===== config.mk =====
export PLATFORM = sky130hd
export DESIGN_NAME = stepped_sweep_tone_generator_unit
export DESIGN_NICKNAME = d
export VERILOG_FILES = /design/src/rtl/sst_pkg.sv /design/src/rtl/sst_cfg_regs.sv /design/src/rtl/sst_mul.sv /design/src/rtl/stepped_sweep_tone_generator_unit.sv
export SDC_FILE = /design/constraint.sdc
export NUM_CORES = 2
export LEC_CHECK = 0
export BUFFER_PORTS_ARGS = -buffer_cell sky130_fd_sc_hd__buf_4
export CAP_MARGIN = 20
export CORE_ASPECT_RATIO = 1.2
export CORE_MARGIN = 5
export CORE_UTILIZATION = 35
export CTS_CLUSTER_SIZE = 12
export DETAILED_ROUTE_END_ITERATION = 10
export GPL_ROUTABILITY_DRIVEN = 0
export SKIP_LAST_GASP = 1
export SLEW_MARGIN = 20
export SYNTH_ARGS = -nofsm -noshare
export SYNTH_HDL_FRONTEND = slang
export SYNTH_SLANG_ARGS = --single-unit

===== constraint.sdc =====
create_clock -name aclk -period 4.7 [get_ports aclk]
set_input_delay 0.235 -clock aclk [delete_from_list [all_inputs] [get_ports aclk]]
set_output_delay 0.235 -clock aclk [all_outputs]
set_load 0.02 [all_outputs]

===== src/rtl/sst_pkg.sv =====
// shared constants, register codes and types of the stepped sweep tone generator
package sst_pkg;

    // sine table address and phase accumulator widths
    localparam int SINE_ADDR_BITS = 8;
    localparam int PHASE_BITS     = 32;

    // quarter-wave position in Q16 spans 0..1.0, so 17 bits
    localparam int X_W     = 17;
    localparam int X_SHIFT = 18 - SINE_ADDR_BITS;
    localparam logic [SINE_ADDR_BITS-2:0] SINE_QUARTER =
        {1'b1, {(SINE_ADDR_BITS-2){1'b0}}};

    // horner coefficients of sin(pi/2 * x), Q16
    localparam logic [X_W-1:0] SINE_C0 = 17'd102944;
    localparam logic [X_W-1:0] SINE_C1 = 17'd42334;
    localparam logic [X_W-1:0] SINE_C2 = 17'd5223;
    localparam logic [X_W-1:0] SINE_C3 = 17'd307;

    // serial multiplier widths
    localparam int MUL_W  = 32;
    localparam int PROD_W = 2 * MUL_W;

    // configuration port
    localparam int CFG_IDX_W  = 3;
    localparam int CFG_DATA_W = 31;

    typedef enum logic [CFG_IDX_W-1:0] {
        REG_START_STEP   = 3'd0,
        REG_TOP_STEP     = 3'd1,
        REG_BOTTOM_STEP  = 3'd2,
        REG_UP_RATIO     = 3'd3,
        REG_DOWN_RATIO   = 3'd4,
        REG_NOTE_LENGTH  = 3'd5,
        REG_VOLUME       = 3'd6,
        REG_SWEEP_ENABLE = 3'd7
    } reg_idx_t;

    // register reset values
    localparam logic [30:0] START_STEP_RST  = 31'd22906492;
    localparam logic [30:0] TOP_STEP_RST    = 31'd91625969;
    localparam logic [30:0] BOTTOM_STEP_RST = 31'd22906492;
    localparam logic [17:0] UP_RATIO_RST    = 18'd91750;
    localparam logic [16:0] DOWN_RATIO_RST  = 17'd46811;
    localparam logic [15:0] NOTE_LENGTH_RST = 16'd3200;
    localparam logic [15:0] VOLUME_RST      = 16'd6554;

    typedef struct packed {
        logic [30:0] start_step;
        logic [30:0] top_step;
        logic [30:0] bottom_step;
        logic [17:0] up_ratio;
        logic [16:0] down_ratio;
        logic [15:0] note_length;
        logic [15:0] volume;
        logic        sweep_enable;
    } cfg_t;

    typedef struct packed {
        logic             start;
        logic [MUL_W-1:0] a;
        logic [MUL_W-1:0] b;
    } mul_req_t;

    typedef struct packed {
        logic              done;
        logic [PROD_W-1:0] p;
    } mul_rsp_t;

endpackage


===== src/rtl/sst_cfg_regs.sv =====
// configuration register file of the tone generator
module sst_cfg_regs (
    input  logic                             aclk,
    input  logic                             aresetn,
    input  logic                             cfg_valid,
    output logic                             cfg_ready,
    input  logic [sst_pkg::CFG_IDX_W-1:0]    cfg_index,
    input  logic [sst_pkg::CFG_DATA_W-1:0]   cfg_data,
    output sst_pkg::cfg_t                    cfg
);

    sst_pkg::cfg_t cfg_reg, cfg_next;

    // writes are always taken
    assign cfg_ready = 1'b1;
    assign cfg       = cfg_reg;

    // register decode
    always_comb begin
        cfg_next = cfg_reg;
        if (cfg_valid) begin
            unique case (sst_pkg::reg_idx_t'(cfg_index))
                sst_pkg::REG_START_STEP:   cfg_next.start_step   = cfg_data[30:0];
                sst_pkg::REG_TOP_STEP:     cfg_next.top_step     = cfg_data[30:0];
                sst_pkg::REG_BOTTOM_STEP:  cfg_next.bottom_step  = cfg_data[30:0];
                sst_pkg::REG_UP_RATIO:     cfg_next.up_ratio     = cfg_data[17:0];
                sst_pkg::REG_DOWN_RATIO:   cfg_next.down_ratio   = cfg_data[16:0];
                sst_pkg::REG_NOTE_LENGTH:  cfg_next.note_length  = cfg_data[15:0];
                sst_pkg::REG_VOLUME:       cfg_next.volume       = cfg_data[15:0];
                sst_pkg::REG_SWEEP_ENABLE: cfg_next.sweep_enable = cfg_data[0];
            endcase
        end
    end

    always_ff @(posedge aclk) begin
        if (!aresetn) begin
            cfg_reg.start_step   <= sst_pkg::START_STEP_RST;
            cfg_reg.top_step     <= sst_pkg::TOP_STEP_RST;
            cfg_reg.bottom_step  <= sst_pkg::BOTTOM_STEP_RST;
            cfg_reg.up_ratio     <= sst_pkg::UP_RATIO_RST;
            cfg_reg.down_ratio   <= sst_pkg::DOWN_RATIO_RST;
            cfg_reg.note_length  <= sst_pkg::NOTE_LENGTH_RST;
            cfg_reg.volume       <= sst_pkg::VOLUME_RST;
            cfg_reg.sweep_enable <= 1'b1;
        end else begin
            cfg_reg <= cfg_next;
        end
    end

endmodule


===== src/rtl/sst_mul.sv =====
// digit-serial shift-add multiplier, two multiplier bits per cycle
module sst_mul (
    input  logic              aclk,
    input  logic              aresetn,
    input  sst_pkg::mul_req_t req,
    output sst_pkg::mul_rsp_t rsp
);

    logic [sst_pkg::PROD_W-1:0] a_sh_reg, a_sh_next;
    logic [sst_pkg::MUL_W-1:0]  b_reg, b_next;
    logic [sst_pkg::PROD_W-1:0] acc_reg, acc_next;
    logic                       busy_reg, busy_next;
    logic                       done_reg, done_next;
    logic [sst_pkg::PROD_W-1:0] pp0, pp1;

    assign rsp.done = done_reg;
    assign rsp.p    = acc_reg;

    // partial products of the current 2-bit digit
    assign pp0 = b_reg[0] ? a_sh_reg : '0;
    assign pp1 = b_reg[1] ? {a_sh_reg[sst_pkg::PROD_W-2:0], 1'b0} : '0;

    // load, then accumulate until the remaining multiplier bits are zero
    always_comb begin
        a_sh_next = a_sh_reg;
        b_next    = b_reg;
        acc_next  = acc_reg;
        busy_next = busy_reg;
        done_next = 1'b0;
        if (req.start) begin
            a_sh_next = {{sst_pkg::MUL_W{1'b0}}, req.a};
            b_next    = req.b;
            acc_next  = '0;
            busy_next = 1'b1;
        end else if (busy_reg) begin
            acc_next  = acc_reg + pp0 + pp1;
            a_sh_next = {a_sh_reg[sst_pkg::PROD_W-3:0], 2'b00};
            b_next    = {2'b00, b_reg[sst_pkg::MUL_W-1:2]};
            if (b_reg[sst_pkg::MUL_W-1:2] == '0) begin
                busy_next = 1'b0;
                done_next = 1'b1;
            end
        end
    end

    always_ff @(posedge aclk) begin
        if (!aresetn) begin
            busy_reg <= 1'b0;
            done_reg <= 1'b0;
        end else begin
            busy_reg <= busy_next;
            done_reg <= done_next;
        end
    end

    always_ff @(posedge aclk) begin
        a_sh_reg <= a_sh_next;
        b_reg    <= b_next;
        acc_reg  <= acc_next;
    end

endmodule


===== src/rtl/stepped_sweep_tone_generator_unit.sv =====
// top level of the stepped sweep tone generator
//
// Each request on the s_ channel is one sample tick; its only field is the
// last-tick flag in s_tdata bit 0. Every request yields exactly one result
// on the m_ channel: the signed Q1.15 sample, its unsigned 8-bit copy and the
// echoed last flag on m_tlast. Registers are written through the cfg_ port
// (index and data), one per cycle, and should only change while idle.
// The sample is volume * sin(2*pi*frac(step*index)); in sweep mode the step
// is scaled by the up or down ratio at every note boundary.
// All products (phase, five sine polynomial terms, volume, step scaling) run
// one after another on a single multiplier that retires two multiplier bits
// per cycle and stops as soon as the remaining bits are zero.
// One request is in work at a time. After reset the registers hold their
// defaults, the sample index is zero, the step is the start step and the
// sweep rises. A last tick restarts that state after its own sample. A
// finished result sits in the output register until taken; meanwhile the next
// request is accepted and computed and waits until the output register is free.
module stepped_sweep_tone_generator_unit (
    input  logic                                aclk,
    input  logic                                aresetn,
    // request channel
    input  logic                                s_tvalid,
    output logic                                s_tready,
    input  logic [7:0]                          s_tdata,   // [0] last_tick
    // result channel
    output logic                                m_tvalid,
    input  logic                                m_tready,
    output logic [23:0]                         m_tdata,   // [15:0] sample, [23:16] sample_u8
    output logic                                m_tlast,   // last_out
    // configuration write channel
    input  logic                                cfg_valid,
    output logic                                cfg_ready,
    input  logic [sst_pkg::CFG_IDX_W-1:0]       cfg_index,
    input  logic [sst_pkg::CFG_DATA_W-1:0]      cfg_data
);

    typedef enum logic [3:0] {
        ST_IDLE  = 4'b0001,
        ST_ISSUE = 4'b0010,
        ST_WAIT  = 4'b0100,
        ST_DONE  = 4'b1000
    } state_t;

    typedef enum logic [7:0] {
        OP_PHASE = 8'b0000_0001,
        OP_X2    = 8'b0000_0010,
        OP_T1    = 8'b0000_0100,
        OP_T2    = 8'b0000_1000,
        OP_T3    = 8'b0001_0000,
        OP_Y     = 8'b0010_0000,
        OP_VOL   = 8'b0100_0000,
        OP_STEP  = 8'b1000_0000
    } op_t;

    sst_pkg::cfg_t     cfg;
    sst_pkg::mul_req_t mul_req;
    sst_pkg::mul_rsp_t mul_rsp;

    state_t state_reg, state_next;
    op_t    op_reg, op_next;

    // per-sample state
    logic [31:0] sample_index_reg, sample_index_next;
    logic [31:0] phase_step_reg, phase_step_next;
    logic        sweep_up_reg, sweep_up_next;
    logic [15:0] note_count_reg, note_count_next;

    // working values
    logic                      last_reg, last_next;
    logic [1:0]                quad_reg, quad_next;
    logic [sst_pkg::X_W-1:0]   x_reg, x_next;
    logic [sst_pkg::X_W-1:0]   x2_reg, x2_next;
    logic [sst_pkg::X_W-1:0]   t_reg, t_next;
    logic [14:0]               mag_reg, mag_next;
    logic [15:0]               smp_reg, smp_next;

    // output register
    logic        m_valid_reg, m_valid_next;
    logic [15:0] m_sample_reg, m_sample_next;
    logic        m_last_reg, m_last_next;

    // combinational helpers
    logic [31:0]                    step_sel;
    logic [sst_pkg::SINE_ADDR_BITS-1:0] addr;
    logic [sst_pkg::SINE_ADDR_BITS-2:0] r_pos, r_mir;
    logic [sst_pkg::X_W-1:0]        p_hi;
    logic [17:0]                    y_inc;
    logic [16:0]                    y_half;
    logic [32:0]                    rnd;
    logic [17:0]                    p_rnd;
    logic [31:0]                    step_scaled;
    logic [16:0]                    nc_inc;
    logic                           out_free;

    sst_cfg_regs u_cfg (
        .aclk      (aclk),
        .aresetn   (aresetn),
        .cfg_valid (cfg_valid),
        .cfg_ready (cfg_ready),
        .cfg_index (cfg_index),
        .cfg_data  (cfg_data),
        .cfg       (cfg)
    );

    sst_mul u_mul (
        .aclk    (aclk),
        .aresetn (aresetn),
        .req     (mul_req),
        .rsp     (mul_rsp)
    );

    // ports
    assign s_tready = (state_reg == ST_IDLE);
    assign m_tvalid = m_valid_reg;
    assign m_tdata  = {~m_sample_reg[15], m_sample_reg[14:8], m_sample_reg};
    assign m_tlast  = m_last_reg;
    assign out_free = !m_valid_reg || m_tready;

    // phase step used for this sample
    assign step_sel = cfg.sweep_enable ? phase_step_reg : {1'b0, cfg.start_step};

    // table address and mirrored quarter-wave position
    assign addr  = mul_rsp.p[sst_pkg::PHASE_BITS-1 -: sst_pkg::SINE_ADDR_BITS];
    assign r_pos = {1'b0, addr[sst_pkg::SINE_ADDR_BITS-3:0]};
    assign r_mir = addr[sst_pkg::SINE_ADDR_BITS-2] ? (sst_pkg::SINE_QUARTER - r_pos) : r_pos;

    // product shifted right by 16
    assign p_hi = mul_rsp.p[32:16];

    // Q15 magnitude from the Q16 sine
    assign y_inc  = {1'b0, p_hi} + 18'd1;
    assign y_half = y_inc[17:1];

    // volume scaling with round half away from zero on the magnitude
    assign rnd   = {1'b0, mul_rsp.p[31:0]} + 33'd16384;
    assign p_rnd = rnd[32:15];

    // scaled step, saturated to 32 bits
    assign step_scaled = (mul_rsp.p[63:48] != '0) ? 32'hFFFF_FFFF : mul_rsp.p[47:16];

    assign nc_inc = {1'b0, note_count_reg} + 17'd1;

    // multiplier operands per operation
    always_comb begin
        mul_req.start = (state_reg == ST_ISSUE);
        mul_req.a     = '0;
        mul_req.b     = '0;
        unique case (op_reg)
            OP_PHASE: begin
                mul_req.a = step_sel;
                mul_req.b = sample_index_reg;
            end
            OP_X2: begin
                mul_req.a = 32'(x_reg);
                mul_req.b = 32'(x_reg);
            end
            OP_T1: begin
                mul_req.a = 32'(x2_reg);
                mul_req.b = 32'(sst_pkg::SINE_C3);
            end
            OP_T2, OP_T3: begin
                mul_req.a = 32'(x2_reg);
                mul_req.b = 32'(t_reg);
            end
            OP_Y: begin
                mul_req.a = 32'(t_reg);
                mul_req.b = 32'(x_reg);
            end
            OP_VOL: begin
                mul_req.a = 32'(mag_reg);
                mul_req.b = 32'(cfg.volume);
            end
            OP_STEP: begin
                mul_req.a = phase_step_reg;
                mul_req.b = sweep_up_reg ? 32'(cfg.up_ratio) : 32'(cfg.down_ratio);
            end
        endcase
    end

    // sequencer
    always_comb begin
        state_next        = state_reg;
        op_next           = op_reg;
        sample_index_next = sample_index_reg;
        phase_step_next   = phase_step_reg;
        sweep_up_next     = sweep_up_reg;
        note_count_next   = note_count_reg;
        last_next         = last_reg;
        quad_next         = quad_reg;
        x_next            = x_reg;
        x2_next           = x2_reg;
        t_next            = t_reg;
        mag_next          = mag_reg;
        smp_next          = smp_reg;
        m_valid_next      = m_valid_reg;
        m_sample_next     = m_sample_reg;
        m_last_next       = m_last_reg;

        // result taken by the receiver
        if (m_valid_reg && m_tready) begin
            m_valid_next = 1'b0;
        end

        unique case (state_reg)
            ST_IDLE: begin
                if (s_tvalid) begin
                    last_next  = s_tdata[0];
                    op_next    = OP_PHASE;
                    state_next = ST_ISSUE;
                end
            end
            ST_ISSUE: begin
                state_next = ST_WAIT;
            end
            ST_WAIT: begin
                if (mul_rsp.done) begin
                    state_next = ST_ISSUE;
                    unique case (op_reg)
                        OP_PHASE: begin
                            quad_next = addr[sst_pkg::SINE_ADDR_BITS-1 -: 2];
                            x_next    = {r_mir, {sst_pkg::X_SHIFT{1'b0}}};
                            op_next   = OP_X2;
                        end
                        OP_X2: begin
                            x2_next = p_hi;
                            op_next = OP_T1;
                        end
                        OP_T1: begin
                            t_next  = sst_pkg::SINE_C2 - p_hi;
                            op_next = OP_T2;
                        end
                        OP_T2: begin
                            t_next  = sst_pkg::SINE_C1 - p_hi;
                            op_next = OP_T3;
                        end
                        OP_T3: begin
                            t_next  = sst_pkg::SINE_C0 - p_hi;
                            op_next = OP_Y;
                        end
                        OP_Y: begin
                            mag_next = (y_half[16:15] != 2'b00) ? 15'h7FFF : y_half[14:0];
                            op_next  = OP_VOL;
                        end
                        OP_VOL: begin
                            // apply sign of the second half-turn and saturate
                            if (quad_reg[1]) begin
                                smp_next = (p_rnd > 18'd32768) ? 16'h8000
                                                               : (~p_rnd[15:0] + 16'd1);
                            end else begin
                                smp_next = (p_rnd > 18'd32767) ? 16'h7FFF : p_rnd[15:0];
                            end
                            // note boundary, never at index zero
                            if (cfg.sweep_enable && (sample_index_reg != '0)
                                    && (note_count_reg == '0)) begin
                                op_next = OP_STEP;
                            end else begin
                                state_next = ST_DONE;
                            end
                        end
                        OP_STEP: begin
                            phase_step_next = step_scaled;
                            if (sweep_up_reg) begin
                                if (step_scaled > {1'b0, cfg.top_step}) begin
                                    sweep_up_next = 1'b0;
                                end
                            end else begin
                                if (step_scaled < {1'b0, cfg.bottom_step}) begin
                                    sweep_up_next = 1'b1;
                                end
                            end
                            state_next = ST_DONE;
                        end
                    endcase
                end
            end
            ST_DONE: begin
                if (out_free) begin
                    m_valid_next      = 1'b1;
                    m_sample_next     = smp_reg;
                    m_last_next       = last_reg;
                    note_count_next   = (nc_inc >= {1'b0, cfg.note_length}) ? 16'd0
                                                                            : nc_inc[15:0];
                    sample_index_next = sample_index_reg + 32'd1;
                    // restart after a last tick
                    if (last_reg) begin
                        sample_index_next = '0;
                        phase_step_next   = {1'b0, cfg.start_step};
                        sweep_up_next     = 1'b1;
                        note_count_next   = '0;
                    end
                    state_next = ST_IDLE;
                end
            end
        endcase
    end

    // control state
    always_ff @(posedge aclk) begin
        if (!aresetn) begin
            state_reg        <= ST_IDLE;
            op_reg           <= OP_PHASE;
            sample_index_reg <= '0;
            phase_step_reg   <= {1'b0, sst_pkg::START_STEP_RST};
            sweep_up_reg     <= 1'b1;
            note_count_reg   <= '0;
            m_valid_reg      <= 1'b0;
        end else begin
            state_reg        <= state_next;
            op_reg           <= op_next;
            sample_index_reg <= sample_index_next;
            phase_step_reg   <= phase_step_next;
            sweep_up_reg     <= sweep_up_next;
            note_count_reg   <= note_count_next;
            m_valid_reg      <= m_valid_next;
        end
    end

    // working and output payload
    always_ff @(posedge aclk) begin
        last_reg     <= last_next;
        quad_reg     <= quad_next;
        x_reg        <= x_next;
        x2_reg       <= x2_next;
        t_reg        <= t_next;
        mag_reg      <= mag_next;
        smp_reg      <= smp_next;
        m_sample_reg <= m_sample_next;
        m_last_reg   <= m_last_next;
    end

endmodule

==> metrics <==
Slew Limit Headroom=26.86%; initial antenna violation count=0; Initial Util=35.23%; Tcrit/Tclk final=96.19%; remaining antenna violation count=0; initial drt markers=2,074; pre-CTS setup slack=0.09697 ns; setup TNS=0 ns; Via density=5.295; Hold Violations, Final=0; Clock Skews=0.07143 ns; TritonCTS clock tree=done; Ports=75; main combinational cell family by area after synthesis=simple AND/OR/NAND/NOR gates; share of cells above drive strength 1=9.042%; Worst-Margin Slew=1.094 ns; DR vias=25.60k; minimum clock period=4.521 ns; largest net degree at the start of global routing=95; Tot Pwr=0.01609 W; crit-path max FO=23; Post-synth ARST share=0%; xor/xnor share of the synthesized area=4.506%; highest clock rate=0.2212 GHz; Main synth FF type=dfxtp_1; setup slack after layout=0.1790 ns; WP data required=5.25 ns; Port Buf Inserts=66; GRT Util Overall=18.66%; fillers=8,709; final setup vio count=0; Pre-antenna DRT Iters=9; crit path DAT=5.07 ns; Mapped Area=30,320 um2; ant diodes=0; PD cells=464.4 nW/um2; first-pass GRT wire length=140,800 um; number of synthesized flops with an enable pin=155; outcome=finished clean; dpl hpwl=65,060 um; area of the multi-input gates=16,820 um2; Num Clock Sinks=508; Synth Area in Compound Gates=14.68%; Leak=14.49 nW; CP Capture Type=flop; Hold Crit Class=in -> reg; critical-path cell list=buf_12 -> and2_1 -> fa_1 -> ha_4 -> nand4_2 -> or4_4 -> or3_4 -> a21oi_2 -> o21ai_1 -> and3_1 -> o31a_1 -> or4b_4 -> a211o_1 -> o21ai_2; Post-Synth Simple-Gate Area=20.97%; Worst-Skew Late Latency=0.67 ns; Setup Crit Path Kind=reg -> reg; Hold Startpoint=s_tdata[0]; Clock Path Buffers=3; CP top delay family=simple AND/OR/NAND/NOR gates; most frequent cells in the layout=nand2_1, dfxtp_1, nor2_1, inv_1, a21oi_1; Die Wd=278.7 um; multiplexer area fraction after synthesis=3.673%; critical path's slowest cell=or4_4; max-slew violations=0; Critical Path Source Type=flop; Synth Warn #=0; Area Growth Syn to Fin=14.28%; worst vdd ir=0.0003829 V; Mapped Avg Cell Area=8.423 um2; commonest non-fill, non-tap cell in the layout=nand2_1; Layout Nets=3,921; Site Rows=118; crit path launch=u_mul.b_reg[1]; Yosys reg bits=508; Die Footprint=92,640 um2; clk slew on worst S/H paths=0.06 ns; Maximum Capacitance Violations=0; sequential cell area=11,730 um2; grt ovf=0; CTS Buf Count=56; CORE AREA=86,080 um2; Post-Synth Adder-Cell Area=10.95%; Yosys cell types=77; sequential area share after synthesis=38.66%; CP peak stage delay=0.58 ns; WL final=89,840 um; crit path buf inv count=1; Mapped Cells=3,600; RSZ-0062 raised after global routing=false; Clock Tree Root=clkbuf_16; drt wl/cell=18.59 um; R2R Path Start=u_mul.b_reg[1]; Net Count, Synth=3,874; vias in the first global route=24.74k; die height=332.4 um; max FFs per register=161; DRC violations left=0; H-tree Lvls=2
repair_timing:
| item | 4_1_cts | 5_1_grt |
|---|---|---|
| gates resized for setup | 0 | 26 |
| endpoints found under the setup margin | 0 | 20 |
| endpoints found under the hold margin | 174 | 0 |
| buffers inserted | 0 | 2 |
| hold buffers | 40 | 0 |
synthesized netlist by cell type, types with 8 or more instances:
cell,n,share of area [%]
mux2i_1,91,3.0
nand3b_1,9,0.22
a221oi_1,36,1.0
and3_1,29,0.60
xor2_1,60,1.7
clkbuf_8,8,0.36
fa_1,64,4.2
nor2b_1,33,0.68
or2_2,8,0.17
or3_1,12,0.25
buf_1,16,0.20
a21oi_1,235,3.9
o21ai_0,100,1.7
a21o_1,64,1.6
nand2b_1,49,1.0
xnor2_1,96,2.8
a22oi_1,25,0.62
inv_1,266,3.3
o21bai_1,16,0.40
buf_4,11,0.27
clkbuf_1,184,2.3
o311ai_0,14,0.40
nor2_1,347,4.3
edfxtp_1,155,15
nand2_1,611,7.6
a222oi_1,18,0.59
nand4_1,54,1.1
o22ai_1,23,0.47
nor4b_1,8,0.23
and2_1,32,0.66
a211oi_1,12,0.30
ha_1,163,6.7
dfxtp_1,353,23
mux2_2,18,0.67
nor4_1,30,0.62
a41oi_1,12,0.35
a31oi_1,20,0.41
nor3_1,58,0.96
nand3_1,117,1.9
o21a_1,14,0.35
a221o_1,8,0.26
o211ai_1,44,1.1
per-layer routing:
metal  up-vias  global-route usage (%)  routed length [um]
li1      12504                       -                   -
met1     12308                   24.95               39530
met2       630                   31.39               42250
met3       156                   2.491                4925
met4         0                   6.051                3135
met5         -                       0                   0
path summary, 6_finish.rpt:
kind | to | cells after the start | slack [ns]
hold / removal | last_reg | 2 | 0.29
setup / recovery | u_mul.acc_reg[63] | 14 | 0.18
setup reg to reg | u_mul.acc_reg[63] | 14 | 0.18
hold reg to reg | m_sample_reg[3] | 0 | 0.42
through the flow:
step / utilization [%] / cells / hold WS, ns / area [um2]
finish: 40.26 / 4834 / 0.2918 / 34650
global route: 40.26 / 4834 / 0.2762 / 34650
CTS: 40.04 / 4831 / 0.2331 / 34460
detailed placement: 37.37 / 4686 / 0.4045 / 32160
global placement: 37.34 / 4685 / 0.4065 / 32140
floorplan: - / 3600 / 0.3339 / 30320
layout make-up:
type	instances	area share, %
Multi-Input combinational cell	2599	48.53
Clock inverter	19	0.7980
Clock buffer	86	4.687
Timing Repair Buffer	212	5.084
Tap cell	1140	4.116
Sequential cell	508	33.84
Inverter	270	2.943
where the power goes:
| group | internal, W | switching (W) | total, W |
|---|---|---|---|
| sequential | 0.00497 | 0.000219 | 0.00518 |
| combinational | 0.00247 | 0.00388 | 0.00635 |
| clock | 0.00262 | 0.00194 | 0.00456 |
cells by family (layout without fill, tap and decap cells):
| group | Yosys count | count (layout) |
|---|---|---|
| buffers and inverters | 493 | 587 |
| other | 1 | 1 |
| adders and majority gates | 227 | 227 |
| DFF | 508 | 508 |
| xor gates and xnor gates | 156 | 156 |
| and+or+nand+nor | 1419 | 1419 |
| AOI/OAI and AO/OA | 687 | 687 |
| muxes | 109 | 109 |
Power figures use the tool's default switching activity.
